--- config.mk ---
export PLATFORM = sky130hd
export DESIGN_NAME = hci_uart_h4_deframer_flat
export DESIGN_NICKNAME = d
export VERILOG_FILES = /design/src/rtl/hci_h4_pkg.sv /design/src/rtl/hci_h4_channels.sv /design/src/rtl/hci_h4_front.sv /design/src/rtl/hci_h4_queue.sv /design/src/rtl/hci_h4_back.sv /design/src/rtl/hci_uart_h4_deframer.sv /design/src/flat_wrapper.sv
export VERILOG_INCLUDE_DIRS = /design/src /design/src/rtl
export SDC_FILE = /design/constraint.sdc
export NUM_CORES = 1
export LEC_CHECK = 0
export BUFFER_PORTS_ARGS = -buffer_cell sky130_fd_sc_hd__buf_2
export CELL_PAD_IN_SITES_DETAIL_PLACEMENT = 0
export CELL_PAD_IN_SITES_GLOBAL_PLACEMENT = 2
export CORE_UTILIZATION = 45
export DETAILED_ROUTE_END_ITERATION = 8
export GPL_TIMING_DRIVEN = 0
export PLACE_DENSITY_LB_ADDON = 0.1
export SLEW_MARGIN = 10
export SYNTH_ARGS = -nofsm -noshare
export SYNTH_HDL_FRONTEND = slang
export SYNTH_SLANG_ARGS = --single-unit
--- constraint.sdc ---
create_clock -name clk -period 11.4 [get_ports clk]
set_clock_uncertainty 0.1 [all_clocks]
set_input_delay 1.14 -clock clk [delete_from_list [all_inputs] [get_ports clk]]
set_output_delay 1.14 -clock clk [all_outputs]
set_load 0.01 [all_outputs]
--- src/rtl/hci_uart_h4_deframer_assert.svh ---
// Assertion macros used by the H4 deframer back part.
// No dependencies; included by hci_h4_back.
`ifndef HCI_UART_H4_DEFRAMER_ASSERT_SVH
`define HCI_UART_H4_DEFRAMER_ASSERT_SVH

// Same-cycle implication, disabled during reset.
`define HCI_H4_ASSERT_NOW(label, clk, rst, ante, cons, msg) \
  label: assert property (@(posedge clk) disable iff (rst) (ante) |-> (cons)) \
    else $error(msg);

// Next-cycle implication, disabled during reset.
`define HCI_H4_ASSERT_NEXT(label, clk, rst, ante, cons, msg) \
  label: assert property (@(posedge clk) disable iff (rst) (ante) |=> (cons)) \
    else $error(msg);

`endif

--- src/rtl/hci_h4_pkg.sv ---
// Shared types and constants of the HCI H4 UART receive deframer.
// No dependencies; compiled first.
package hci_h4_pkg;

  localparam int CFG_INDEX_W = 1;
  localparam int CFG_DATA_W  = 16;
  localparam int EVT_LIMIT_W = 9;
  localparam int ACL_LIMIT_W = 16;
  localparam int COUNT_OUT_W = 32;

  localparam logic [CFG_INDEX_W-1:0] CFG_EVENT_SIZE_LIMIT  = 1'b0;
  localparam logic [CFG_INDEX_W-1:0] CFG_ACL_PAYLOAD_LIMIT = 1'b1;

  localparam logic [EVT_LIMIT_W-1:0] EVT_LIMIT_RESET = 9'd70;
  localparam logic [ACL_LIMIT_W-1:0] ACL_LIMIT_RESET = 16'd1025;

  localparam logic [7:0] TYPE_EVENT           = 8'h04;
  localparam logic [7:0] TYPE_ACL             = 8'h02;
  localparam logic [7:0] EVT_LE_META          = 8'h3E;
  localparam logic [7:0] SUBEV_ADV_REPORT     = 8'h02;
  localparam logic [7:0] SUBEV_EXT_ADV_REPORT = 8'h0D;

  // code byte plus length byte
  localparam logic [9:0] EVT_HDR_BYTES = 10'd2;

  localparam int QUEUE_DEPTH_DEFAULT      = 4;
  localparam int DROP_COUNT_WIDTH_DEFAULT = 32;

  typedef enum logic [2:0] {
    OP_BYTE,
    OP_EVT_HDR,
    OP_ACL_HDR,
    OP_EVT_DROP,
    OP_ACL_DROP
  } op_t;

  typedef enum logic [1:0] {
    KIND_EVT_BYTE,
    KIND_ACL_BYTE,
    KIND_EVT_DROP,
    KIND_ACL_DROP
  } kind_t;

  // One queue entry: a body byte, a whole header or a drop notice.
  typedef struct packed {
    op_t             op;
    logic [3:0][7:0] data;
    logic            acl;
    logic            last;
    logic            disc;
  } cmd_t;

endpackage

--- src/rtl/hci_h4_channels.sv ---
// Valid/ready channels of the deframer: received bytes and packet words.
// No dependencies.
interface hci_h4_rx_if;
  logic       valid;
  logic       ready;
  logic [7:0] rx_byte;
  modport source (output valid, output rx_byte, input ready);
  modport sink (input valid, input rx_byte, output ready);
endinterface

interface hci_h4_pkt_if;
  logic        valid;
  logic        ready;
  logic [7:0]  out_byte;
  logic [1:0]  out_kind;
  logic        first_of_packet;
  logic        last_of_packet;
  logic        discardable;
  logic [31:0] dropped_event_total;
  logic [31:0] dropped_acl_total;
  modport source (output valid, output out_byte, output out_kind,
                  output first_of_packet, output last_of_packet, output discardable,
                  output dropped_event_total, output dropped_acl_total, input ready);
  modport sink (input valid, input out_byte, input out_kind,
                input first_of_packet, input last_of_packet, input discardable,
                input dropped_event_total, input dropped_acl_total, output ready);
endinterface

--- src/rtl/hci_h4_front.sv ---
// Front part: accepts received bytes, tracks the H4 framing and pushes
// commands into the queue. Depends on hci_h4_pkg and hci_h4_rx_if.
module hci_h4_front import hci_h4_pkg::*; (
  input  logic                   clk,
  input  logic                   rst,
  hci_h4_rx_if.sink              link,
  input  logic                   cfg_we,
  input  logic [CFG_INDEX_W-1:0] cfg_index,
  input  logic [CFG_DATA_W-1:0]  cfg_data,
  input  logic                   q_full,
  output logic                   q_push,
  output cmd_t                   q_cmd
);

  typedef enum logic [2:0] {
    PH_HUNT,
    PH_EVT_HDR,
    PH_EVT_BODY,
    PH_EVT_SKIP,
    PH_ACL_HDR,
    PH_ACL_BODY
  } phase_t;

  phase_t                 phase, phase_next;
  logic [15:0]            seen, seen_next;
  logic [15:0]            body_len, body_len_next;
  logic                   adv_seen, adv_seen_next;
  logic [3:0][7:0]        hdr;
  logic [EVT_LIMIT_W-1:0] evt_limit;
  logic [ACL_LIMIT_W-1:0] acl_limit;

  logic        fire;
  logic [7:0]  b;
  logic [16:0] seen_inc;
  logic        hdr_we;
  logic [1:0]  hdr_idx;
  logic        push_c;
  logic        adv_now;
  logic        last;
  logic [15:0] acl_len;

  assign link.ready = !q_full;
  assign fire       = link.valid && link.ready;
  assign b          = link.rx_byte;
  assign seen_inc   = {1'b0, seen} + 17'd1;
  assign acl_len    = {b, hdr[2]};
  assign q_push     = fire && push_c;

  always_comb begin
    phase_next    = phase;
    seen_next     = seen;
    body_len_next = body_len;
    adv_seen_next = adv_seen;
    hdr_we        = 1'b0;
    hdr_idx       = seen[1:0];
    push_c        = 1'b0;
    q_cmd         = '0;
    adv_now       = adv_seen;
    last          = 1'b0;
    unique case (phase)
      PH_HUNT: begin
        if (b == TYPE_EVENT) begin
          phase_next = PH_EVT_HDR;
          seen_next  = '0;
        end else if (b == TYPE_ACL) begin
          phase_next = PH_ACL_HDR;
          seen_next  = '0;
        end
      end
      PH_EVT_HDR: begin
        hdr_we  = 1'b1;
        hdr_idx = {1'b0, seen[0]};
        if (seen[0]) begin
          body_len_next = {8'h00, b};
          adv_seen_next = 1'b0;
          seen_next     = '0;
          if (({2'b00, b} + EVT_HDR_BYTES) > {1'b0, evt_limit}) begin
            // oversize: an empty one is reported at once, others skipped first
            if (b == 8'h00) begin
              push_c     = 1'b1;
              q_cmd.op   = OP_EVT_DROP;
              q_cmd.last = 1'b1;
              phase_next = PH_HUNT;
            end else begin
              phase_next = PH_EVT_SKIP;
            end
          end else begin
            push_c        = 1'b1;
            q_cmd.op      = OP_EVT_HDR;
            q_cmd.data[0] = hdr[0];
            q_cmd.data[1] = b;
            q_cmd.last    = (b == 8'h00);
            phase_next    = (b == 8'h00) ? PH_HUNT : PH_EVT_BODY;
          end
        end else begin
          seen_next = seen_inc[15:0];
        end
      end
      PH_EVT_BODY: begin
        adv_now = adv_seen || (seen == 16'd0 && hdr[0] == EVT_LE_META &&
                  (b == SUBEV_ADV_REPORT || b == SUBEV_EXT_ADV_REPORT));
        adv_seen_next = adv_now;
        last          = (seen_inc == {1'b0, body_len});
        seen_next     = seen_inc[15:0];
        push_c        = 1'b1;
        q_cmd.op      = OP_BYTE;
        q_cmd.data[0] = b;
        q_cmd.last    = last;
        q_cmd.disc    = last && adv_now;
        if (last) begin
          phase_next = PH_HUNT;
        end
      end
      PH_EVT_SKIP: begin
        seen_next = seen_inc[15:0];
        if (seen_inc == {1'b0, body_len}) begin
          push_c     = 1'b1;
          q_cmd.op   = OP_EVT_DROP;
          q_cmd.last = 1'b1;
          phase_next = PH_HUNT;
        end
      end
      PH_ACL_HDR: begin
        hdr_we = 1'b1;
        if (seen[1:0] == 2'd3) begin
          body_len_next = acl_len;
          seen_next     = '0;
          push_c        = 1'b1;
          if (acl_len > acl_limit) begin
            q_cmd.op   = OP_ACL_DROP;
            q_cmd.last = 1'b1;
            phase_next = PH_HUNT;
          end else begin
            q_cmd.op      = OP_ACL_HDR;
            q_cmd.data[0] = hdr[0];
            q_cmd.data[1] = hdr[1];
            q_cmd.data[2] = hdr[2];
            q_cmd.data[3] = b;
            q_cmd.acl     = 1'b1;
            q_cmd.last    = (acl_len == 16'd0);
            phase_next    = (acl_len == 16'd0) ? PH_HUNT : PH_ACL_BODY;
          end
        end else begin
          seen_next = seen_inc[15:0];
        end
      end
      PH_ACL_BODY: begin
        last          = (seen_inc == {1'b0, body_len});
        seen_next     = seen_inc[15:0];
        push_c        = 1'b1;
        q_cmd.op      = OP_BYTE;
        q_cmd.data[0] = b;
        q_cmd.acl     = 1'b1;
        q_cmd.last    = last;
        if (last) begin
          phase_next = PH_HUNT;
        end
      end
      default: begin
        phase_next = PH_HUNT;
      end
    endcase
  end

  always_ff @(posedge clk) begin
    if (rst) begin
      phase     <= PH_HUNT;
      seen      <= '0;
      body_len  <= '0;
      adv_seen  <= 1'b0;
      evt_limit <= EVT_LIMIT_RESET;
      acl_limit <= ACL_LIMIT_RESET;
    end else begin
      if (fire) begin
        phase    <= phase_next;
        seen     <= seen_next;
        body_len <= body_len_next;
        adv_seen <= adv_seen_next;
      end
      if (cfg_we) begin
        if (cfg_index == CFG_EVENT_SIZE_LIMIT) begin
          evt_limit <= cfg_data[EVT_LIMIT_W-1:0];
        end else if (cfg_index == CFG_ACL_PAYLOAD_LIMIT) begin
          acl_limit <= cfg_data[ACL_LIMIT_W-1:0];
        end
      end
    end
  end

  // header bytes need no reset: each is written before it is read
  always_ff @(posedge clk) begin
    if (fire && hdr_we) begin
      hdr[hdr_idx] <= b;
    end
  end

endmodule

--- src/rtl/hci_h4_queue.sv ---
// Short command queue between the front and back parts.
// Depends on hci_h4_pkg for the command type.
module hci_h4_queue import hci_h4_pkg::*; #(
  parameter int DEPTH = QUEUE_DEPTH_DEFAULT
) (
  input  logic clk,
  input  logic rst,
  input  logic push,
  input  cmd_t push_cmd,
  output logic full,
  input  logic pop,
  output cmd_t head,
  output logic head_valid
);

  localparam int PTR_W = $clog2(DEPTH);
  localparam int CNT_W = $clog2(DEPTH + 1);
  localparam logic [PTR_W-1:0] PTR_LAST = PTR_W'(DEPTH - 1);
  localparam logic [CNT_W-1:0] CNT_FULL = CNT_W'(DEPTH);

  cmd_t             slots [DEPTH];
  logic [PTR_W-1:0] wr_ptr, rd_ptr;
  logic [CNT_W-1:0] count;
  logic             do_push, do_pop;

  assign full       = (count == CNT_FULL);
  assign head_valid = (count != '0);
  assign head       = slots[rd_ptr];
  assign do_push    = push && !full;
  assign do_pop     = pop && head_valid;

  always_ff @(posedge clk) begin
    if (rst) begin
      wr_ptr <= '0;
      rd_ptr <= '0;
      count  <= '0;
    end else begin
      if (do_push) begin
        wr_ptr <= (wr_ptr == PTR_LAST) ? '0 : wr_ptr + 1'b1;
      end
      if (do_pop) begin
        rd_ptr <= (rd_ptr == PTR_LAST) ? '0 : rd_ptr + 1'b1;
      end
      if (do_push && !do_pop) begin
        count <= count + 1'b1;
      end else if (do_pop && !do_push) begin
        count <= count - 1'b1;
      end
    end
  end

  always_ff @(posedge clk) begin
    if (do_push) begin
      slots[wr_ptr] <= push_cmd;
    end
  end

endmodule

--- src/rtl/hci_h4_back.sv ---
// Back part: expands queued commands into packet words, keeps the drop
// counters and holds the output register. Depends on hci_h4_pkg, hci_h4_pkt_if and the assertion header.
`include "hci_uart_h4_deframer_assert.svh"
module hci_h4_back import hci_h4_pkg::*; #(
  parameter int DROP_COUNT_WIDTH = DROP_COUNT_WIDTH_DEFAULT
) (
  input  logic         clk,
  input  logic         rst,
  input  cmd_t         head,
  input  logic         head_valid,
  output logic         pop,
  hci_h4_pkt_if.source packet
);

  logic [1:0]                  beat;
  logic [1:0]                  beat_last;
  logic [DROP_COUNT_WIDTH-1:0] evt_cnt, evt_cnt_next;
  logic [DROP_COUNT_WIDTH-1:0] acl_cnt, acl_cnt_next;
  logic                        out_valid;
  logic                        load;

  logic [7:0] w_byte;
  kind_t      w_kind;
  logic       w_first;
  logic       w_last;
  logic       w_disc;

  assign load         = head_valid && (!out_valid || packet.ready);
  assign pop          = load && (beat == beat_last);
  assign packet.valid = out_valid;

  always_comb begin
    beat_last    = 2'd0;
    w_byte       = 8'h00;
    w_kind       = KIND_EVT_BYTE;
    w_first      = 1'b0;
    w_last       = 1'b0;
    w_disc       = 1'b0;
    evt_cnt_next = evt_cnt;
    acl_cnt_next = acl_cnt;
    unique case (head.op)
      OP_BYTE: begin
        w_byte = head.data[0];
        w_kind = head.acl ? KIND_ACL_BYTE : KIND_EVT_BYTE;
        w_last = head.last;
        w_disc = head.disc;
      end
      OP_EVT_HDR: begin
        beat_last = 2'd1;
        w_byte    = head.data[beat];
        w_first   = (beat == 2'd0);
        w_last    = (beat == 2'd1) && head.last;
      end
      OP_ACL_HDR: begin
        beat_last = 2'd3;
        w_byte    = head.data[beat];
        w_kind    = KIND_ACL_BYTE;
        w_first   = (beat == 2'd0);
        w_last    = (beat == 2'd3) && head.last;
      end
      OP_EVT_DROP: begin
        w_kind       = KIND_EVT_DROP;
        w_last       = 1'b1;
        evt_cnt_next = evt_cnt + 1'b1;
      end
      OP_ACL_DROP: begin
        w_kind       = KIND_ACL_DROP;
        w_last       = 1'b1;
        acl_cnt_next = acl_cnt + 1'b1;
      end
      default: begin
        w_last = 1'b1;
      end
    endcase
  end

  always_ff @(posedge clk) begin
    if (rst) begin
      beat      <= '0;
      evt_cnt   <= '0;
      acl_cnt   <= '0;
      out_valid <= 1'b0;
    end else begin
      if (load) begin
        beat      <= (beat == beat_last) ? 2'd0 : beat + 2'd1;
        evt_cnt   <= evt_cnt_next;
        acl_cnt   <= acl_cnt_next;
        out_valid <= 1'b1;
      end else if (packet.ready) begin
        out_valid <= 1'b0;
      end
    end
  end

  // payload of the output register; words carry the counters after update
  always_ff @(posedge clk) begin
    if (load) begin
      packet.out_byte            <= w_byte;
      packet.out_kind            <= w_kind;
      packet.first_of_packet     <= w_first;
      packet.last_of_packet      <= w_last;
      packet.discardable         <= w_disc;
      packet.dropped_event_total <= COUNT_OUT_W'(evt_cnt_next);
      packet.dropped_acl_total   <= COUNT_OUT_W'(acl_cnt_next);
    end
  end

  `HCI_H4_ASSERT_NEXT(a_evt_drop_counts, clk, rst, load && head.op == OP_EVT_DROP, evt_cnt == $past(evt_cnt) + 1'b1, "event drop notice without counter step")
  `HCI_H4_ASSERT_NOW(a_beat_in_header, clk, rst, beat != 2'd0, head_valid && (head.op == OP_EVT_HDR || head.op == OP_ACL_HDR), "beat index outside a header")
  `HCI_H4_ASSERT_NEXT(a_pop_rewinds_beat, clk, rst, pop, beat == 2'd0, "beat index not rewound after pop")

endmodule

--- src/rtl/hci_uart_h4_deframer.sv ---
// HCI H4 UART receive deframer. Splits received bytes into event (type 0x04)
// and ACL (type 0x02) packets; other bytes are dropped while hunting for a
// type byte. Rate: one received byte per cycle while the command queue (four
// entries by default) has room; while packet.ready does not hold the output,
// body bytes leave at one word per cycle and a completed header leaves as two
// (event) or four (ACL) words, one per cycle. Oversize packets produce one drop
// notice and step a wrapping counter. Limits are written through cfg_we/cfg_index/
// cfg_data while the block is idle, a rule for the user that the block does not
// enforce, and are sampled when a header completes.
// Depends on hci_h4_pkg, the channel interfaces and the three submodules.
module hci_uart_h4_deframer import hci_h4_pkg::*; #(
  parameter int DROP_COUNT_WIDTH = DROP_COUNT_WIDTH_DEFAULT,
  parameter int QUEUE_DEPTH      = QUEUE_DEPTH_DEFAULT
) (
  input  logic                   clk,
  input  logic                   rst,
  hci_h4_rx_if.sink              link,
  hci_h4_pkt_if.source           packet,
  input  logic                   cfg_we,
  input  logic [CFG_INDEX_W-1:0] cfg_index,
  input  logic [CFG_DATA_W-1:0]  cfg_data
);

  logic q_push, q_full, q_pop, q_head_valid;
  cmd_t q_cmd, q_head;

  hci_h4_front u_front (
    .clk       (clk),
    .rst       (rst),
    .link      (link),
    .cfg_we    (cfg_we),
    .cfg_index (cfg_index),
    .cfg_data  (cfg_data),
    .q_full    (q_full),
    .q_push    (q_push),
    .q_cmd     (q_cmd)
  );

  hci_h4_queue #(
    .DEPTH (QUEUE_DEPTH)
  ) u_queue (
    .clk        (clk),
    .rst        (rst),
    .push       (q_push),
    .push_cmd   (q_cmd),
    .full       (q_full),
    .pop        (q_pop),
    .head       (q_head),
    .head_valid (q_head_valid)
  );

  hci_h4_back #(
    .DROP_COUNT_WIDTH (DROP_COUNT_WIDTH)
  ) u_back (
    .clk        (clk),
    .rst        (rst),
    .head       (q_head),
    .head_valid (q_head_valid),
    .pop        (q_pop),
    .packet     (packet)
  );

endmodule
--- src/flat_wrapper.sv ---
// flat-port wrapper written by rule: the top's interface ports become plain ports
module hci_uart_h4_deframer_flat import hci_h4_pkg::*;
#(
  parameter int DROP_COUNT_WIDTH = DROP_COUNT_WIDTH_DEFAULT,
  parameter int QUEUE_DEPTH      = QUEUE_DEPTH_DEFAULT
)
  (clk, rst, cfg_we, cfg_index, cfg_data, link_valid, link_rx_byte, link_ready, packet_valid, packet_out_byte, packet_out_kind, packet_first_of_packet, packet_last_of_packet, packet_discardable, packet_dropped_event_total, packet_dropped_acl_total, packet_ready);
  hci_h4_rx_if link_i ();
  hci_h4_pkt_if packet_i ();
  input  logic clk;
  input  logic rst;
  input  logic cfg_we;
  input  logic [CFG_INDEX_W-1:0] cfg_index;
  input  logic [CFG_DATA_W-1:0] cfg_data;
  input wire logic [$bits(link_i.valid)-1:0] link_valid;
  input wire logic [$bits(link_i.rx_byte)-1:0] link_rx_byte;
  output wire logic [$bits(link_i.ready)-1:0] link_ready;
  output wire logic [$bits(packet_i.valid)-1:0] packet_valid;
  output wire logic [$bits(packet_i.out_byte)-1:0] packet_out_byte;
  output wire logic [$bits(packet_i.out_kind)-1:0] packet_out_kind;
  output wire logic [$bits(packet_i.first_of_packet)-1:0] packet_first_of_packet;
  output wire logic [$bits(packet_i.last_of_packet)-1:0] packet_last_of_packet;
  output wire logic [$bits(packet_i.discardable)-1:0] packet_discardable;
  output wire logic [$bits(packet_i.dropped_event_total)-1:0] packet_dropped_event_total;
  output wire logic [$bits(packet_i.dropped_acl_total)-1:0] packet_dropped_acl_total;
  input wire logic [$bits(packet_i.ready)-1:0] packet_ready;
  assign link_i.valid = link_valid;
  assign link_i.rx_byte = link_rx_byte;
  assign link_ready = link_i.ready;
  assign packet_valid = packet_i.valid;
  assign packet_out_byte = packet_i.out_byte;
  assign packet_out_kind = packet_i.out_kind;
  assign packet_first_of_packet = packet_i.first_of_packet;
  assign packet_last_of_packet = packet_i.last_of_packet;
  assign packet_discardable = packet_i.discardable;
  assign packet_dropped_event_total = packet_i.dropped_event_total;
  assign packet_dropped_acl_total = packet_i.dropped_acl_total;
  assign packet_i.ready = packet_ready;
  hci_uart_h4_deframer #(.DROP_COUNT_WIDTH(DROP_COUNT_WIDTH), .QUEUE_DEPTH(QUEUE_DEPTH)) u_core (.clk(clk), .rst(rst), .link(link_i), .packet(packet_i), .cfg_we(cfg_we), .cfg_index(cfg_index), .cfg_data(cfg_data));
endmodule
After elaboration in Yosys (flattened, before gate mapping)
Memories as Yosys holds them, arrays and structs flattened. A register that Yosys moved wholly into a read port is not among the register bits. Index checks and enable logic that the tools add are counted.

Bits in registers: 244. Latch bits: 0. RAM bits: 152. Bits in read-only memories: 0. Input bits: 30. Output and inout port bits: 79. Logic and storage cells: 180. Memories kept: 1.

Add/subtract/negate cells: 9. $mul: 0. Divide/modulo/power cells: 0. Magnitude comparators: 5. Eq/ne operators: 25. Shift operators: 0. Mux-type cells: 71. Bitwise logic cells: 1. Reduce and logical (&&, ||, !) cells: 44.

Memory list: u_core.u_queue.slots (words 4, width 38, read ports 1, clocked after Yosys merged registers in 1, wr ports 1, RTL line hci_h4_queue.sv:21) `cmd_t slots [DEPTH];`.

Operator list (number): $mux W16 (9); $add A32 B1 Y32 const B (2); $mux W32 (2); $pmux W16 S4 (1); $mux W3 (13); $mux W37 (1); $mux W33 (1); $bwmux W32 (1); $logic_not A16 Y1 (2); $pmux W16 S2 (1); $pmux W8 S2 (2); $pmux W8 S3 (1); $mux W2 (10); $add A16 B1 Y17 const B (1); $eq A17 B16 Y1 (1); $bmux W8 S2 (1); $demux W8 S2 (1); $gt A16 B16 Y1 (1); $mux W1 (16); $mux W8 (2); $logic_and A1 B1 Y1 (15); $eq A3 B2 Y1 const B (4); $eq A3 B3 Y1 const B (4); $pmux W3 S4 (1); other kinds (39) (62).

Longest topological paths before layout
Depth after elaboration: 11. Depth in mapped cells: 18. Mapped depth without buffers: 18.

Cells and area by module
From an unflattened synthesis, not the netlist that was laid out.

Cell total of the unflattened synthesis: 1558. Area total of the unflattened synthesis: 18192.4 µm².

By module, submodules not included: hci_h4_back (instances 1, cells an instance 663, area an instance 6927.9 µm², sequential area each 3653.5 µm²); hci_h4_queue (instances 1, cells an instance 248, area an instance 5987.0 µm², sequential area each 4744.6 µm²); hci_h4_front (instances 1, cells an instance 647, area an instance 5277.6 µm², sequential area each 1941.9 µm²).

Worst setup path before layout
No wires, ideal clock.

Path type: input to register. Start point: input port link_rx_byte[3]. End point: memory u_core.u_queue.slots[0][0] (netlist name), enable pin. Setup time: 399 ps. Arrival: 4386 ps. Data required time: 10901 ps. Path slack: 6515 ps. Stages: 12. Path buffers: 1. Cells stage by stage: clkbuf_1 nand3_1 or2_2 xnor2_1 ha_1 or4_1 a221o_1 o211ai_1 o32ai_1 a21o_1 inv_1 and2_1.

Word-level cells in the longest chain between the ends: 9.

Ends and longest elaborated chain: start: declaration (RTL line flat_wrapper.sv:16) `input wire logic [$bits(link_i.rx_byte)-1:0] link_rx_byte;`; $add A8 B2 Y9 / $logic_not A8 Y1 (equally long branches) (RTL line hci_h4_front.sv:77, hci_h4_front.sv:79); $gt A9 B9 Y1 / $mux W1 (equally long branches) (RTL line hci_h4_front.sv:77, hci_h4_front.sv:79); $mux W1 * (RTL line hci_h4_front.sv:77) `if (({2'b00, b} + EVT_HDR_BYTES) > {1'b0, evt_limit}) begin`; $mux W1 * (RTL line hci_h4_front.sv:73) `if (seen[0]) begin`; $pmux W1 S4 * (RTL line hci_h4_front.sv:60) `unique case (phase)`; $logic_and A1 B1 Y1 * (RTL line hci_h4_front.sv:47) `assign q_push = fire && push_c;`; $logic_and A1 B1 Y1 * (RTL line hci_h4_queue.sv:29) `assign do_push = push && !full;`; via u_core.u_queue.do_push (RTL line hci_h4_queue.sv:24) `logic do_push, do_pop;`; $mux W1 * (RTL line hci_h4_queue.sv:53) `if (do_push) begin`; $mux W1 (not written as such) * (RTL line hci_h4_queue.sv:54) `slots[wr_ptr] <= push_cmd;`; end: declaration (RTL line hci_h4_queue.sv:21).

The timed path passes the listed nets; every way through them passes the cells marked *.

Final worst setup path
Start point: input port link_rx_byte[3]. End point: register u_core.u_queue.count[2].

Word-level cells in the longest chain between the ends: 10.

Ends and longest elaborated chain: $add A8 B2 Y9 / $logic_not A8 Y1 (equally long branches) (RTL line hci_h4_front.sv:77, hci_h4_front.sv:79); $gt A9 B9 Y1 / $mux W1 (equally long branches) (RTL line hci_h4_front.sv:77, hci_h4_front.sv:79); $mux W1 * (RTL line hci_h4_front.sv:77); $mux W1 * (RTL line hci_h4_front.sv:73); $pmux W1 S4 * (RTL line hci_h4_front.sv:60); $logic_and A1 B1 Y1 * (RTL line hci_h4_front.sv:47); $logic_and A1 B1 Y1 * (RTL line hci_h4_queue.sv:29); via u_core.u_queue.do_push (RTL line hci_h4_queue.sv:24); $logic_not A1 Y1 (RTL line hci_h4_queue.sv:46) `end else if (do_pop && !do_push) begin`; $logic_and A1 B1 Y1 (RTL line hci_h4_queue.sv:46); $reduce_bool A2 Y1 (no line); end signal: assignment (RTL line hci_h4_queue.sv:45) `count <= count + 1'b1;`; end signal: assignment (RTL line hci_h4_queue.sv:47) `count <= count - 1'b1;`; end: declaration (RTL line hci_h4_queue.sv:23) `logic [CNT_W-1:0] count;`.

Marks and branches as above. A chain may end at the register's enable or synchronous reset.

==> results_dict.tcl <==
set metrics [dict create \
    grt_util_all_layers_pct 21.8 \
    vias_per_cell 5.35 \
    syn_area_um2 17900 \
    ff2ff_path_depth 16 \
    postSynthAreaPerCell_um2 11.5 \
    diodes 0 \
    die_w_um 201 \
    cp-startpoint "link_rx_byte[3]" \
    ir_drop_mv 0.128 \
    grt_overflow 0 \
    clkSlewWorstSetupHoldPaths_ns 0.06 \
    nets 1777 \
    ys.flop_type "edfxtp_1" \
    clockBufferDepth 3 \
    place_ws_ns 5.62 \
    die_h_um 201 \
    r2r_end "u_core.u_queue.count[2]" \
    final_layout_size_suffix_gt1_share_pct 14.4 \
    power_leakage_nw 7.32 \
    final_common_cell "edfxtp_1" \
    synthArstFlopShare_pct 0 \
    start_kind "primary input" \
    fin_crit_sh_pct 45.5 \
    worst_slew_pin_slew_ns 1.17 \
    setup_slack_ns 6.22 \
    cts_tree "done" \
    synth_edf_count 253 \
    antenna_found_initial 0 \
    synth_seq_area_share_pct 57.9 \
    postCtsHoldBufs 0 \
    crit_path_end "u_core.u_queue.count[2]" \
    num_rows 72 \
    cts_buffers 42 \
    swShare_pct 27.9 \
    final_antenna_net_count 0 \
    min_period_ns 5.18 \
    grt_pass1_vias 11900 \
    num_vias 12100 \
    drv_cap 0 \
    cp.arrival_ns 5.59 \
    cellPowerDensity_nw_per_um2 183 \
    rsz0062_at_grt "no" \
    setup_viol 0 \
    initial_core_util_pct 45.9 \
    first_pass_iters 5 \
    syn_inst 1549 \
    tns_ns 0 \
    detail_route.wl_per_cell_um 19.0 \
    cpMaxStageDelayCell "clkbuf_1" \
    post_cts_resized 0 \
    slew_viol_final 0 \
    synth-seq-cells 390 \
    fin_util_pct 52.7 \
    wl_um 43000 \
    io_pins 109 \
    crit_fanout 10 \
    drcViolationCount 0 \
    dp_hpwl_um 31000 \
    critPathKind "primary input to register" \
    insertion_delay_ns 0.58 \
    post_cts_buffers 0 \
    hold-worst-slack_ns 0.354 \
    hold_viol 0 \
    critPathMaxStageDelay_ns 0.51 \
    ys_types 68 \
    cp.required_ns 11.80 \
    io_buffers 107 \
    end_kind "register" \
    grt_pass1_wl_um 68200 \
    status "completed" \
    maxSlewHeadroom_pct 21.7 \
    clockPowerShare_pct 35.3 \
    gp_congestion 0.825 \
    drtIter0Drc 636 \
    fmax_mhz 193 \
    r2r-start "u_core.u_front.seen[0]" \
    mappedNetlistNets 1619 \
    p_comb_share_pct 18.4 \
    final_cell_mix "253 x edfxtp_1, 169 x nand2_1, 137 x dfxtp_1, 135 x nor2_1, 110 x buf_2" \
    r2r_slack_ns 6.67 \
    p_seq_share_pct 46.3 \
    cts_num_sinks 390 \
    internal_power_w 0.00270 \
    area_growth_pct 14.9 \
    min_path_type "register to register" \
    dp.cells 2181 \
    grt_max_degree 39 \
    cts-root-buf "clkbuf_16" \
    cts.htree.levels 2 \
    dieArea_um2 40500 \
    fin_cells 2259 \
    cp_cell_sequence "buf_2 > clkbuf_1 > nand3_1 > or2_2 > xnor2_1 > ha_1 > or4_1 > a221o_1 > o211ai_1 > o32ai_1 > a21o_1 > inv_1 > ha_1 > inv_1 > fa_1 > xor2_1 > or3_1 > a21oi_1" \
    yosysWarnings 0 \
    p_sw_w 0.00105 \
    core_area_um2 38900 \
]
[synthesized netlist by cell type, drive strengths merged, types with 3 or more instances]
master	number	area (um2)
o31ai	3	22.5
a21o	5	37.5
a21oi	78	390
o211ai	10	75.1
a22oi	3	22.5
ha	39	488
mux2i	5	50.1
nand2b	4	25.0
and4	6	52.6
o21ai	50	250
nor3b	3	22.5
or3b	5	43.8
nor4	21	146
xor2	66	578
or4	5	37.5
or2	8	50.1
nand3	61	310
nor2	135	507
a22o	16	140
nand3b	4	30.0
and3	15	93.8
inv	60	225
buf	12	62.6
nor2b	9	56.3
edfxtp	253	7600
a211oi	3	22.5
or3	20	130
nand2	170	646
and2	27	169
dfxtp	137	2740
nand4	32	200
mux4	46	1050
clkbuf	71	267
mux2	3	33.8
xnor2	82	718
nor3	42	210
a311oi	6	52.6
nand4b	3	26.3
[power groups by stage]
stage	Clock (W)	Combinational, W	Sequential (W)
6_report	0.00132	0.000688	0.00174
3_3_place_gp	0	0.000678	0.00178
2_1_floorplan	0	0.000320	0.00186
3_5_place_dp	0	0.000702	0.00177
5_1_grt	0.00141	0.000753	0.00175
4_1_cts	0.00136	0.000703	0.00174
[state kept, by name (all words and copies together), names as in the netlist, 32 cells and up, named ones only]
register                                  count
u_core.u_back.packet.dropped_acl_total       32
u_core.u_back.packet.dropped_event_total     32
u_core.u_back.acl_cnt                        32
u_core.u_queue.slots                        152
u_core.u_back.evt_cnt                        32
[worst max-delay path: cells and delay by family]
kind	cells	cell delay (ns)
buffers and inverters	4	0.87
xor gates and xnor gates	2	0.32
AOI/OAI and AO/OA	5	1.27
adders and majority gates	3	0.78
and+or+nand+nor	4	1.19
[cells by family after synthesis]
logic type                 count (synthesis)  synth area share (%)
and+or+nand+nor                          576                  15.8
DFF                                      390                  57.9
AOI/OAI and AO/OA                        197                  6.79
xor gates and xnor gates                 148                  7.26
buffers and inverters                    144                  3.12
muxes                                     54                  6.33
adders and majority gates                 40                  2.84
[layer usage]
metal / vias to the layer above / global-route usage (%) / wire length [um]
li1: 5915 / - / -
met1: 5889 / 31.3 / 20700
met2: 219 / 34.1 / 19400
met3: 69 / 3.48 / 1710
met4: 0 / 6.76 / 1160
met5: - / 0 / 0
[final cells by class]
type,count,area (um2)
clock buffer,50,1080
sequential,390,10300
clock inverter,28,250
timing repair buffer,114,663
inverter,61,229
tap,518,648
multi-input combinational,1015,6970
buffer,83,330
fill,3512,18400
[worst min path at each step]
| stage | to | start | slack, ns | cells past startpoint |
|---|---|---|---|---|
| 3_5_place_dp | u_core.u_front.acl_limit[15] | u_core.u_front.acl_limit[15] | 0.35 | 2 |
| 4_1_cts | u_core.u_front.acl_limit[15] | u_core.u_front.acl_limit[15] | 0.36 | 2 |
| 5_1_grt | u_core.u_front.evt_limit[8] | u_core.u_front.evt_limit[8] | 0.37 | 2 |
| 6_report | u_core.u_front.acl_limit[15] | u_core.u_front.acl_limit[15] | 0.35 | 2 |
| 2_1_floorplan | u_core.u_front.acl_limit[11] | u_core.u_front.acl_limit[11] | 0.34 | 2 |
| 3_3_place_gp | u_core.u_front.evt_limit[7] | u_core.u_front.evt_limit[7] | 0.35 | 2 |
[through the flow]
step,total power (W),instance area (um2)
floorplan,0.00218,17900
global placement,0.00246,19000
detailed placement,0.00247,19200
CTS,0.00380,20500
global route,0.00392,20500
finish,0.00375,20500
Note: power is estimated with default switching activity, not from simulation.
